## config.mk

```make
export PLATFORM = sky130hd
export DESIGN_NAME = bounded_deque_with_delete_core
export DESIGN_NICKNAME = d
export VERILOG_FILES = /design/src/hdl/bdq_pkg.sv /design/src/hdl/bdq_ram.sv /design/src/hdl/bounded_deque_with_delete_core.sv
export SDC_FILE = /design/constraint.sdc
export NUM_CORES = 2
export LEC_CHECK = 0
export ABC_CLOCK_PERIOD_IN_PS = 4970
export BUFFER_PORTS_ARGS = -buffer_cell sky130_fd_sc_hd__buf_2
export CAP_MARGIN = 5
export CORE_UTILIZATION = 35
export DETAILED_ROUTE_END_ITERATION = 8
export HOLD_SLACK_MARGIN = 0.15
export SLEW_MARGIN = 5
export SYNTH_ARGS = -nofsm -noshare
export SYNTH_HDL_FRONTEND = slang
export SYNTH_SLANG_ARGS = --single-unit
```

## constraint.sdc

```tcl
create_clock -name clock -period 4.97 [get_ports clock]
set_clock_uncertainty 0.1 [all_clocks]
set_input_delay 0.497 -clock clock [delete_from_list [all_inputs] [get_ports clock]]
set_output_delay 0.497 -clock clock [all_outputs]
set_load 0.02 [all_outputs]
```

## src/hdl/bdq_pkg.sv

```systemverilog
// Shared types and codes for the bounded deque core.
// No dependencies.
package bdq_pkg;

   localparam int BDQ_CAPACITY = 64;
   localparam int WORD_W       = 32;

   typedef enum logic [2:0] {
      REQ_PUSH_FRONT = 3'd0,
      REQ_PUSH_BACK  = 3'd1,
      REQ_POP_FRONT  = 3'd2,
      REQ_POP_BACK   = 3'd3,
      REQ_DELETE     = 3'd4,
      REQ_CLEAR      = 3'd5
   } req_type_type;

   typedef enum logic [1:0] {
      STAT_DONE     = 2'd0,
      STAT_EMPTY    = 2'd1,
      STAT_FULL     = 2'd2,
      STAT_NOTFOUND = 2'd3
   } status_type;

   typedef enum logic [3:0] {
      ST_IDLE,
      ST_EXEC,
      ST_LOADF,
      ST_LOADB,
      ST_SCAN_RD,
      ST_SCAN_CMP,
      ST_SHIFT_RD,
      ST_SHIFT_WR,
      ST_RESP
   } state_type;

endpackage

```

## src/hdl/bdq_ram.sv

```systemverilog
// Element store: one write port, one read port, registered read data.
// Depends on bdq_pkg.
module bdq_ram #(
   parameter int DEPTH = bdq_pkg::BDQ_CAPACITY,
   parameter int AW    = $clog2(DEPTH)
) (
   input  logic                       clock,
   input  logic                       wr_en,
   input  logic [AW-1:0]              wr_addr,
   input  logic [bdq_pkg::WORD_W-1:0] wr_data,
   input  logic [AW-1:0]              rd_addr,
   output logic [bdq_pkg::WORD_W-1:0] rd_data
);
   import bdq_pkg::*;

   logic [WORD_W-1:0] mem [DEPTH];
   logic [WORD_W-1:0] rd_data_ff;

   always_ff @(posedge clock) begin
      if (wr_en) begin
         mem[wr_addr] <= wr_data;
      end
   end

   always_ff @(posedge clock) begin
      rd_data_ff <= mem[rd_addr];
   end

   assign rd_data = rd_data_ff;

endmodule

```

## src/hdl/bounded_deque_with_delete_core.sv

```systemverilog
// Bounded deque core: control sequencer over the element store.
// Depends on bdq_pkg and bdq_ram.
//
// One transaction at a time. Push, clear and rejected requests pass through the
// execute and respond states; pops and front/back deletes that leave words behind
// add one store read to refresh the cached end word. An interior delete walks the
// store through its single read port: a read and a compare per element scanned up to
// the match, then a read and a write per element moved up behind it. A new request
// is taken while the previous result still waits in the output register.
module bounded_deque_with_delete_core #(
   parameter int CAPACITY = bdq_pkg::BDQ_CAPACITY,
   parameter int CW       = $clog2(CAPACITY + 1),
   parameter int RW       = ((2 + CW + 2 * bdq_pkg::WORD_W + 7) / 8) * 8
) (
   input  logic                       clock,
   input  logic                       reset,
   input  logic                       req_tvalid,
   output logic                       req_tready,
   input  logic [bdq_pkg::WORD_W-1:0] req_tdata,  // value
   input  logic [2:0]                 req_tuser,  // req_type
   output logic                       rsp_tvalid,
   input  logic                       rsp_tready,
   output logic [RW-1:0]              rsp_tdata   // status, count, front_value, back_value
);
   import bdq_pkg::*;

   localparam int AW = (CAPACITY > 1) ? $clog2(CAPACITY) : 1;
   localparam int SW = CW + 1;

   state_type         state_ff, state_in;
   req_type_type      req_ff, req_in;
   logic [WORD_W-1:0] value_ff, value_in;
   logic [CW-1:0]     count_ff, count_in;
   logic [AW-1:0]     front_ff, front_in;
   logic [WORD_W-1:0] fval_ff, fval_in;
   logic [WORD_W-1:0] bval_ff, bval_in;
   status_type        status_ff, status_in;
   logic [CW-1:0]     idx_ff, idx_in;
   logic              rsp_valid_ff, rsp_valid_in;
   logic [RW-1:0]     rsp_data_ff, rsp_data_in;

   logic              wr_en;
   logic [AW-1:0]     wr_addr;
   logic [WORD_W-1:0] wr_data;
   logic [AW-1:0]     rd_addr;
   logic [WORD_W-1:0] rd_data;
   logic              full, empty, accept, rsp_free;

   function automatic logic [AW-1:0] wrap(input logic [AW-1:0] base, input logic [CW-1:0] off);
      logic [SW-1:0] sum;
      sum = SW'(base) + SW'(off);
      if (sum >= SW'(CAPACITY)) begin
         sum = sum - SW'(CAPACITY);
      end
      return sum[AW-1:0];
   endfunction

   bdq_ram #(.DEPTH(CAPACITY), .AW(AW)) u_ram (
      .clock   (clock),
      .wr_en   (wr_en),
      .wr_addr (wr_addr),
      .wr_data (wr_data),
      .rd_addr (rd_addr),
      .rd_data (rd_data)
   );

   assign full       = (count_ff == CW'(CAPACITY));
   assign empty      = (count_ff == '0);
   assign req_tready = (state_ff == ST_IDLE);
   assign accept     = req_tvalid && req_tready;
   assign rsp_free   = !rsp_valid_ff || rsp_tready;
   assign rsp_tvalid = rsp_valid_ff;
   assign rsp_tdata  = rsp_data_ff;

   // next state
   always_comb begin
      state_in = state_ff;
      case (state_ff)
         ST_IDLE: begin
            if (accept) state_in = ST_EXEC;
         end
         ST_EXEC: begin
            state_in = ST_RESP;
            case (req_ff)
               REQ_POP_FRONT: begin
                  if (count_ff > CW'(1)) state_in = ST_LOADF;
               end
               REQ_POP_BACK: begin
                  if (count_ff > CW'(1)) state_in = ST_LOADB;
               end
               REQ_DELETE: begin
                  if (empty) state_in = ST_RESP;
                  else if (fval_ff == value_ff) begin
                     if (count_ff > CW'(1)) state_in = ST_LOADF;
                  end else if (bval_ff == value_ff) begin
                     if (count_ff > CW'(1)) state_in = ST_LOADB;
                  end else if (count_ff > CW'(2)) state_in = ST_SCAN_RD;
               end
               default: state_in = ST_RESP;
            endcase
         end
         ST_LOADF:    state_in = ST_RESP;
         ST_LOADB:    state_in = ST_RESP;
         ST_SCAN_RD:  state_in = ST_SCAN_CMP;
         ST_SCAN_CMP: begin
            if (rd_data == value_ff) state_in = ST_SHIFT_RD;
            else if (idx_ff + CW'(2) >= count_ff) state_in = ST_RESP;
            else state_in = ST_SCAN_RD;
         end
         ST_SHIFT_RD: state_in = ST_SHIFT_WR;
         ST_SHIFT_WR: begin
            if (idx_ff + CW'(2) < count_ff) state_in = ST_SHIFT_RD;
            else state_in = ST_RESP;
         end
         ST_RESP: begin
            if (rsp_free) state_in = ST_IDLE;
         end
         default: state_in = ST_IDLE;
      endcase
   end

   // datapath and store control
   always_comb begin
      req_in       = req_ff;
      value_in     = value_ff;
      count_in     = count_ff;
      front_in     = front_ff;
      fval_in      = fval_ff;
      bval_in      = bval_ff;
      status_in    = status_ff;
      idx_in       = idx_ff;
      wr_en        = 1'b0;
      wr_addr      = wrap(front_ff, idx_ff);
      wr_data      = rd_data;
      rd_addr      = wrap(front_ff, idx_ff);
      rsp_valid_in = rsp_valid_ff && !rsp_tready;
      rsp_data_in  = rsp_data_ff;
      case (state_ff)
         ST_IDLE: begin
            if (accept) begin
               req_in   = req_type_type'(req_tuser);
               value_in = req_tdata;
            end
         end
         ST_EXEC: begin
            status_in = STAT_DONE;
            case (req_ff)
               REQ_PUSH_FRONT: begin
                  if (full) status_in = STAT_FULL;
                  else begin
                     front_in = (front_ff == '0) ? AW'(CAPACITY - 1) : front_ff - AW'(1);
                     wr_en    = 1'b1;
                     wr_addr  = front_in;
                     wr_data  = value_ff;
                     count_in = count_ff + CW'(1);
                     fval_in  = value_ff;
                     if (empty) bval_in = value_ff;
                  end
               end
               REQ_PUSH_BACK: begin
                  if (full) status_in = STAT_FULL;
                  else begin
                     wr_en    = 1'b1;
                     wr_addr  = wrap(front_ff, count_ff);
                     wr_data  = value_ff;
                     count_in = count_ff + CW'(1);
                     bval_in  = value_ff;
                     if (empty) fval_in = value_ff;
                  end
               end
               REQ_POP_FRONT, REQ_POP_BACK, REQ_DELETE: begin
                  if (empty) status_in = STAT_EMPTY;
                  else if ((req_ff == REQ_POP_FRONT) ||
                           ((req_ff == REQ_DELETE) && (fval_ff == value_ff))) begin
                     front_in = wrap(front_ff, CW'(1));
                     count_in = count_ff - CW'(1);
                     rd_addr  = wrap(front_ff, CW'(1));
                     if (count_ff == CW'(1)) begin
                        fval_in = '0;
                        bval_in = '0;
                     end
                  end else if ((req_ff == REQ_POP_BACK) || (bval_ff == value_ff)) begin
                     count_in = count_ff - CW'(1);
                     rd_addr  = wrap(front_ff, count_ff - CW'(2));
                     if (count_ff == CW'(1)) begin
                        fval_in = '0;
                        bval_in = '0;
                     end
                  end else if (count_ff > CW'(2)) begin
                     idx_in = CW'(1);
                  end else begin
                     status_in = STAT_NOTFOUND;
                  end
               end
               REQ_CLEAR: begin
                  count_in = '0;
                  front_in = '0;
                  fval_in  = '0;
                  bval_in  = '0;
               end
               default: status_in = STAT_DONE;
            endcase
         end
         ST_LOADF: fval_in = rd_data;
         ST_LOADB: bval_in = rd_data;
         ST_SCAN_RD: rd_addr = wrap(front_ff, idx_ff);
         ST_SCAN_CMP: begin
            if (rd_data != value_ff) begin
               if (idx_ff + CW'(2) >= count_ff) status_in = STAT_NOTFOUND;
               else idx_in = idx_ff + CW'(1);
            end
         end
         ST_SHIFT_RD: rd_addr = wrap(front_ff, idx_ff + CW'(1));
         ST_SHIFT_WR: begin
            wr_en   = 1'b1;
            wr_addr = wrap(front_ff, idx_ff);
            wr_data = rd_data;
            if (idx_ff + CW'(2) < count_ff) idx_in = idx_ff + CW'(1);
            else count_in = count_ff - CW'(1);
         end
         ST_RESP: begin
            if (rsp_free) begin
               rsp_valid_in = 1'b1;
               rsp_data_in  = RW'({bval_ff, fval_ff, count_ff, status_ff});
            end
         end
         default: ;
      endcase
   end

   always_ff @(posedge clock) begin
      if (reset) begin
         state_ff     <= ST_IDLE;
         count_ff     <= '0;
         front_ff     <= '0;
         fval_ff      <= '0;
         bval_ff      <= '0;
         rsp_valid_ff <= 1'b0;
      end else begin
         state_ff     <= state_in;
         count_ff     <= count_in;
         front_ff     <= front_in;
         fval_ff      <= fval_in;
         bval_ff      <= bval_in;
         rsp_valid_ff <= rsp_valid_in;
      end
   end

   always_ff @(posedge clock) begin
      req_ff      <= req_in;
      value_ff    <= value_in;
      status_ff   <= status_in;
      idx_ff      <= idx_in;
      rsp_data_ff <= rsp_data_in;
   end

   a_count_bound: assert property (@(posedge clock) disable iff (reset)
      count_ff <= CW'(CAPACITY))
      else $error("element count above capacity");

   a_accept_leaves_idle: assert property (@(posedge clock) disable iff (reset)
      accept |=> (state_ff == ST_EXEC))
      else $error("accepted request not executed");

   a_empty_ends_zero: assert property (@(posedge clock) disable iff (reset)
      (state_ff == ST_IDLE && count_ff == '0) |-> (fval_ff == '0 && bval_ff == '0))
      else $error("empty queue with nonzero end words");

   a_front_range: assert property (@(posedge clock) disable iff (reset)
      SW'(front_ff) < SW'(CAPACITY))
      else $error("front position out of range");

endmodule
```

==> flow_summary_export.csv <==
group,metric,value,unit
run_status,status,"complete, no violations",
detailed_routing,avgRoutedWirePerCell,27.2,µm
place,io_buffers,113,
pwr,ir_drop,0.000339,V
final_layout,fin_nets,5879,
final_layout,synthToLayoutAreaGrowth,16.4,%
sta,tns,0,ps
final_layout,layout-drive-gt1-share,19.1,%
global_routing,overflow,0,
clock_network,h-tree-depth,4,
sta,hold_violations,0,
min_path,hold_class,"in2reg",
final_layout,postLayoutCoreUtil,41.1,%
setup_path,r2r-start,"value_ff[23]$_DFFE_PP_",
setup_path,ff2ff_path_depth,16,
clock_network,clkSinkCount,2279,
logic_synthesis,synthMuxAreaShare,6.76,%
detailed_routing,drc_errors,0,
logic_synthesis,synth_compound_area_share,7.91,%
sta,fmax,206,MHz
logic_synthesis,synth_fa_ha_area_share,0.630,%
min_path,holdPathEnd,"value_ff[10]$_DFFE_PP_",
clock_network,cts_root_buf,"clkbuf_16",
logic_synthesis,ys_async_sr_fraction,0,%
min_path,worstHoldStart,"req_tdata[10]",
detailed_routing,antenna_left,0,
clock_network,clk_pin_slew,70,ps
setup_path,cp.arrival,5550,ps
place,gp_congestion,0.883,
setup_path,r2r_end,"u_ram.rd_data[25]$_DFF_P_",
global_routing,antenna_found_initial,14,
sta,worst_slew_pin_slew,1330,ps
sta,period_needed,4860,ps
final_layout,multi_input_area,21400,µm²
logic_synthesis,synth_top_family_by_area,"compound AO/OA/AOI/OAI gates",
pwr,power.density,483,nW/µm²
die,fp.dieArea,260000,µm²
die,fp.dieH,509,µm
final_layout,regArea,67300,µm²
logic_synthesis,synth_area_per_cell,16.5,µm²
detailed_routing,dr.first_iter.drc_count,6132,
die,dieWidth,509,µm
logic_synthesis,ys_seq_area_share,74.7,%
die,num_rows,185,
clock_network,numCtsBuffers,220,
min_path,hold_depth,2,
sta,slew_viol_final,0,
place,preCtsSetupSlack,-382,ps
sta,finalCritPeriodShare,97.7,%
global_routing,grt_max_degree,104,
detailed_routing,firstDrtPassIters,8,
setup_path,crit_path_max_fanout,23,
sta,max_slew_margin,11.3,%
place,placed_area,97100,µm²
detailed_routing,num_vias,52500,
sta,timing.final.ws_setup,113,ps
logic_synthesis,synth_xor_area_share,1.29,%
detailed_routing,viasPerCell,5.61,
pwr,p_leak,33.9,nW
sta,setup_viol,0,
logic_synthesis,ys_ff_latch,2279,
job,drv_cap,0,
final_layout,design_area,105000,µm²
logic_synthesis,synth_area,90100,µm²
logic_synthesis,synth.distinct_cells,74,
clock_network,clk_latency,880,ps
die,start_util,35.3,%
global_routing,grt_pass1_wl,368,mm
clock_network,cts_tree,"yes",
logic_synthesis,synth_cells,5460,
setup_path,path_class,"reg2reg",
logic_synthesis,synth-simple-area-share,6.44,%
logic_synthesis,synthFlopType,"edfxtp_1",
global_routing,grt.total_usage,19.3,%
setup_path,end_kind,"flop",
die,core_area,255000,µm²
final_layout,fillers,22600,
die,num_io_pins,121,
detailed_routing,drt_wl_total,254,mm
setup_path,r2r_slack,110,ps
place,hpwl,157,mm
logic_synthesis,synth-edff-count,2165,
clock_network,cts.path.max_buffers,3,
sta,rsz0062_at_grt,"true",
logic_synthesis,yosys_warnings,0,
setup_path,required,5670,ps
setup_path,start_kind,"flop",
global_routing,grt_pass1_vias,50900,
routing by layer:
metal  up-vias  wire length (µm)  share of wire, %  global-route usage, %
met2      2323            121000                47                   31.1
met3       369             19600               7.7                   3.19
li1      22400                 -                 -                      -
met4        10              6750               2.7                   5.69
met1     27400            107000                42                   26.9
met5         -                62             0.024                      0
synthesized netlist by cell type, types with 85 or more instances:
master	instances	share of area, %
o22ai_1	200	1.4
nand2_1	653	2.7
edfxtp_1	2165	72
a31oi_1	159	1.1
and3_1	170	1.2
mux4_2	253	6.3
a211oi_1	230	1.9
xnor2_1	85	0.83
clkbuf_1	203	0.85
nor2_1	275	1.1
a21oi_1	202	1.1
dfxtp_1	114	2.5
how the worst max path moves through the flow:
stage	start	to	slack (ps)	cells past startpoint
after global placement	value_ff[22]$_DFFE_PP_	u_ram.rd_data[0]$_DFF_P_	-450	15
after CTS	value_ff[2]$_DFFE_PP_	u_ram.rd_data[9]$_DFF_P_	10	13
after detailed placement	value_ff[22]$_DFFE_PP_	u_ram.rd_data[9]$_DFF_P_	-380	15
final	value_ff[23]$_DFFE_PP_	u_ram.rd_data[25]$_DFF_P_	110	16
after floorplan	state_ff[3]$_SDFFE_PP0P_	rsp_tdata[0]$_DFFE_PP_	430	3
after global routing	value_ff[28]$_DFFE_PP_	u_ram.rd_data[10]$_DFF_P_	-40	17
metrics by stage:
stage | instances | hold slack, ps | total power [mW]
5_1_grt | 9359 | 209 | 52.1
3_5_place_dp | 8893 | 324 | 34.1
2_1_floorplan | 5466 | 300 | 29.8
6_report | 9365 | 232 | 50.6
3_3_place_gp | 8893 | 311 | 33.8
4_1_cts | 9352 | 179 | 50.7
worst max-delay path: stages, from the launching register on:
cell      delay, ps
edfxtp_1        510
xor2_1          240
nor4_4          460
nand4_1         150
buf_4           180
or2_1           260
a21oi_4         260
nor3b_1         140
o31ai_4         310
buf_12          200
buf_4           340
buf_4           250
a211oi_1         70
a31oi_1         180
o22ai_1         180
or4_1           750
nor2_1          160
report_power, final:
group / internal [mW] / total, mW / switching (mW)
combinational: 2.60 / 9.10 / 6.50
clock: 9.46 / 16.8 / 7.34
sequential: 24.0 / 24.7 / 0.751
state kept, by name, indices dropped and copies added, names as in the netlist, 2 cells and up:
| signal | cells |
|---|---|
| u_ram.mem | 2048 |
| status_ff | 2 |
| front_ff | 6 |
| idx_ff | 7 |
| count_ff | 7 |
| bval_ff | 32 |
| value_ff | 32 |
| req_ff | 3 |
| u_ram.rd_data | 32 |
| rsp_tdata | 73 |
| fval_ff | 32 |
| state_ff | 4 |
final cells by class:
| type | instances | share of cell area [%] |
|---|---|---|
| antenna | 6 | 0.0143 |
| timing repair buffer | 466 | 4.40 |
| inverter | 28 | 0.100 |
| clock buffer | 280 | 5.61 |
| multi-input combinational | 2802 | 20.4 |
| tap | 3366 | 4.01 |
| clock inverter | 138 | 1.32 |
| sequential | 2279 | 64.1 |
placed cells by master, fill, tap and decap left out, types with 66 or more instances in the layout:
cell	synthesis	routed
a211oi_1	230	230
buf_12	10	104
a21oi_1	202	202
nor2_1	275	209
edfxtp_1	2165	2165
a31oi_1	159	158
xnor2_1	85	82
nand2_1	653	652
nor2_4	1	66
dfxtp_1	114	114
buf_4	44	210
o22ai_1	200	200
and3_1	170	170
buf_2	54	113
clkbuf_16	0	220
mux4_2	253	253
timing repair:
action | CTS | global route
setup buffers | 3 | 7
setup endpoints to repair | 32 | 24
hold endpoints to repair | 42 | 0
hold buffers | 38 | 0
pin swaps | 0 | 3
gates resized for setup | 4 | 13
cell families (layout without fill, tap and decap cells):
family | Yosys count | after routing
fa+ha+maj | 43 | 43
buf+inv | 385 | 912
flops | 2279 | 2279
xor+xnor | 133 | 133
compound gates | 1047 | 1047
other cells | 1 | 13
mux | 288 | 288
simple gates | 1284 | 1284
Note: power is estimated with default switching activity, not from simulation.
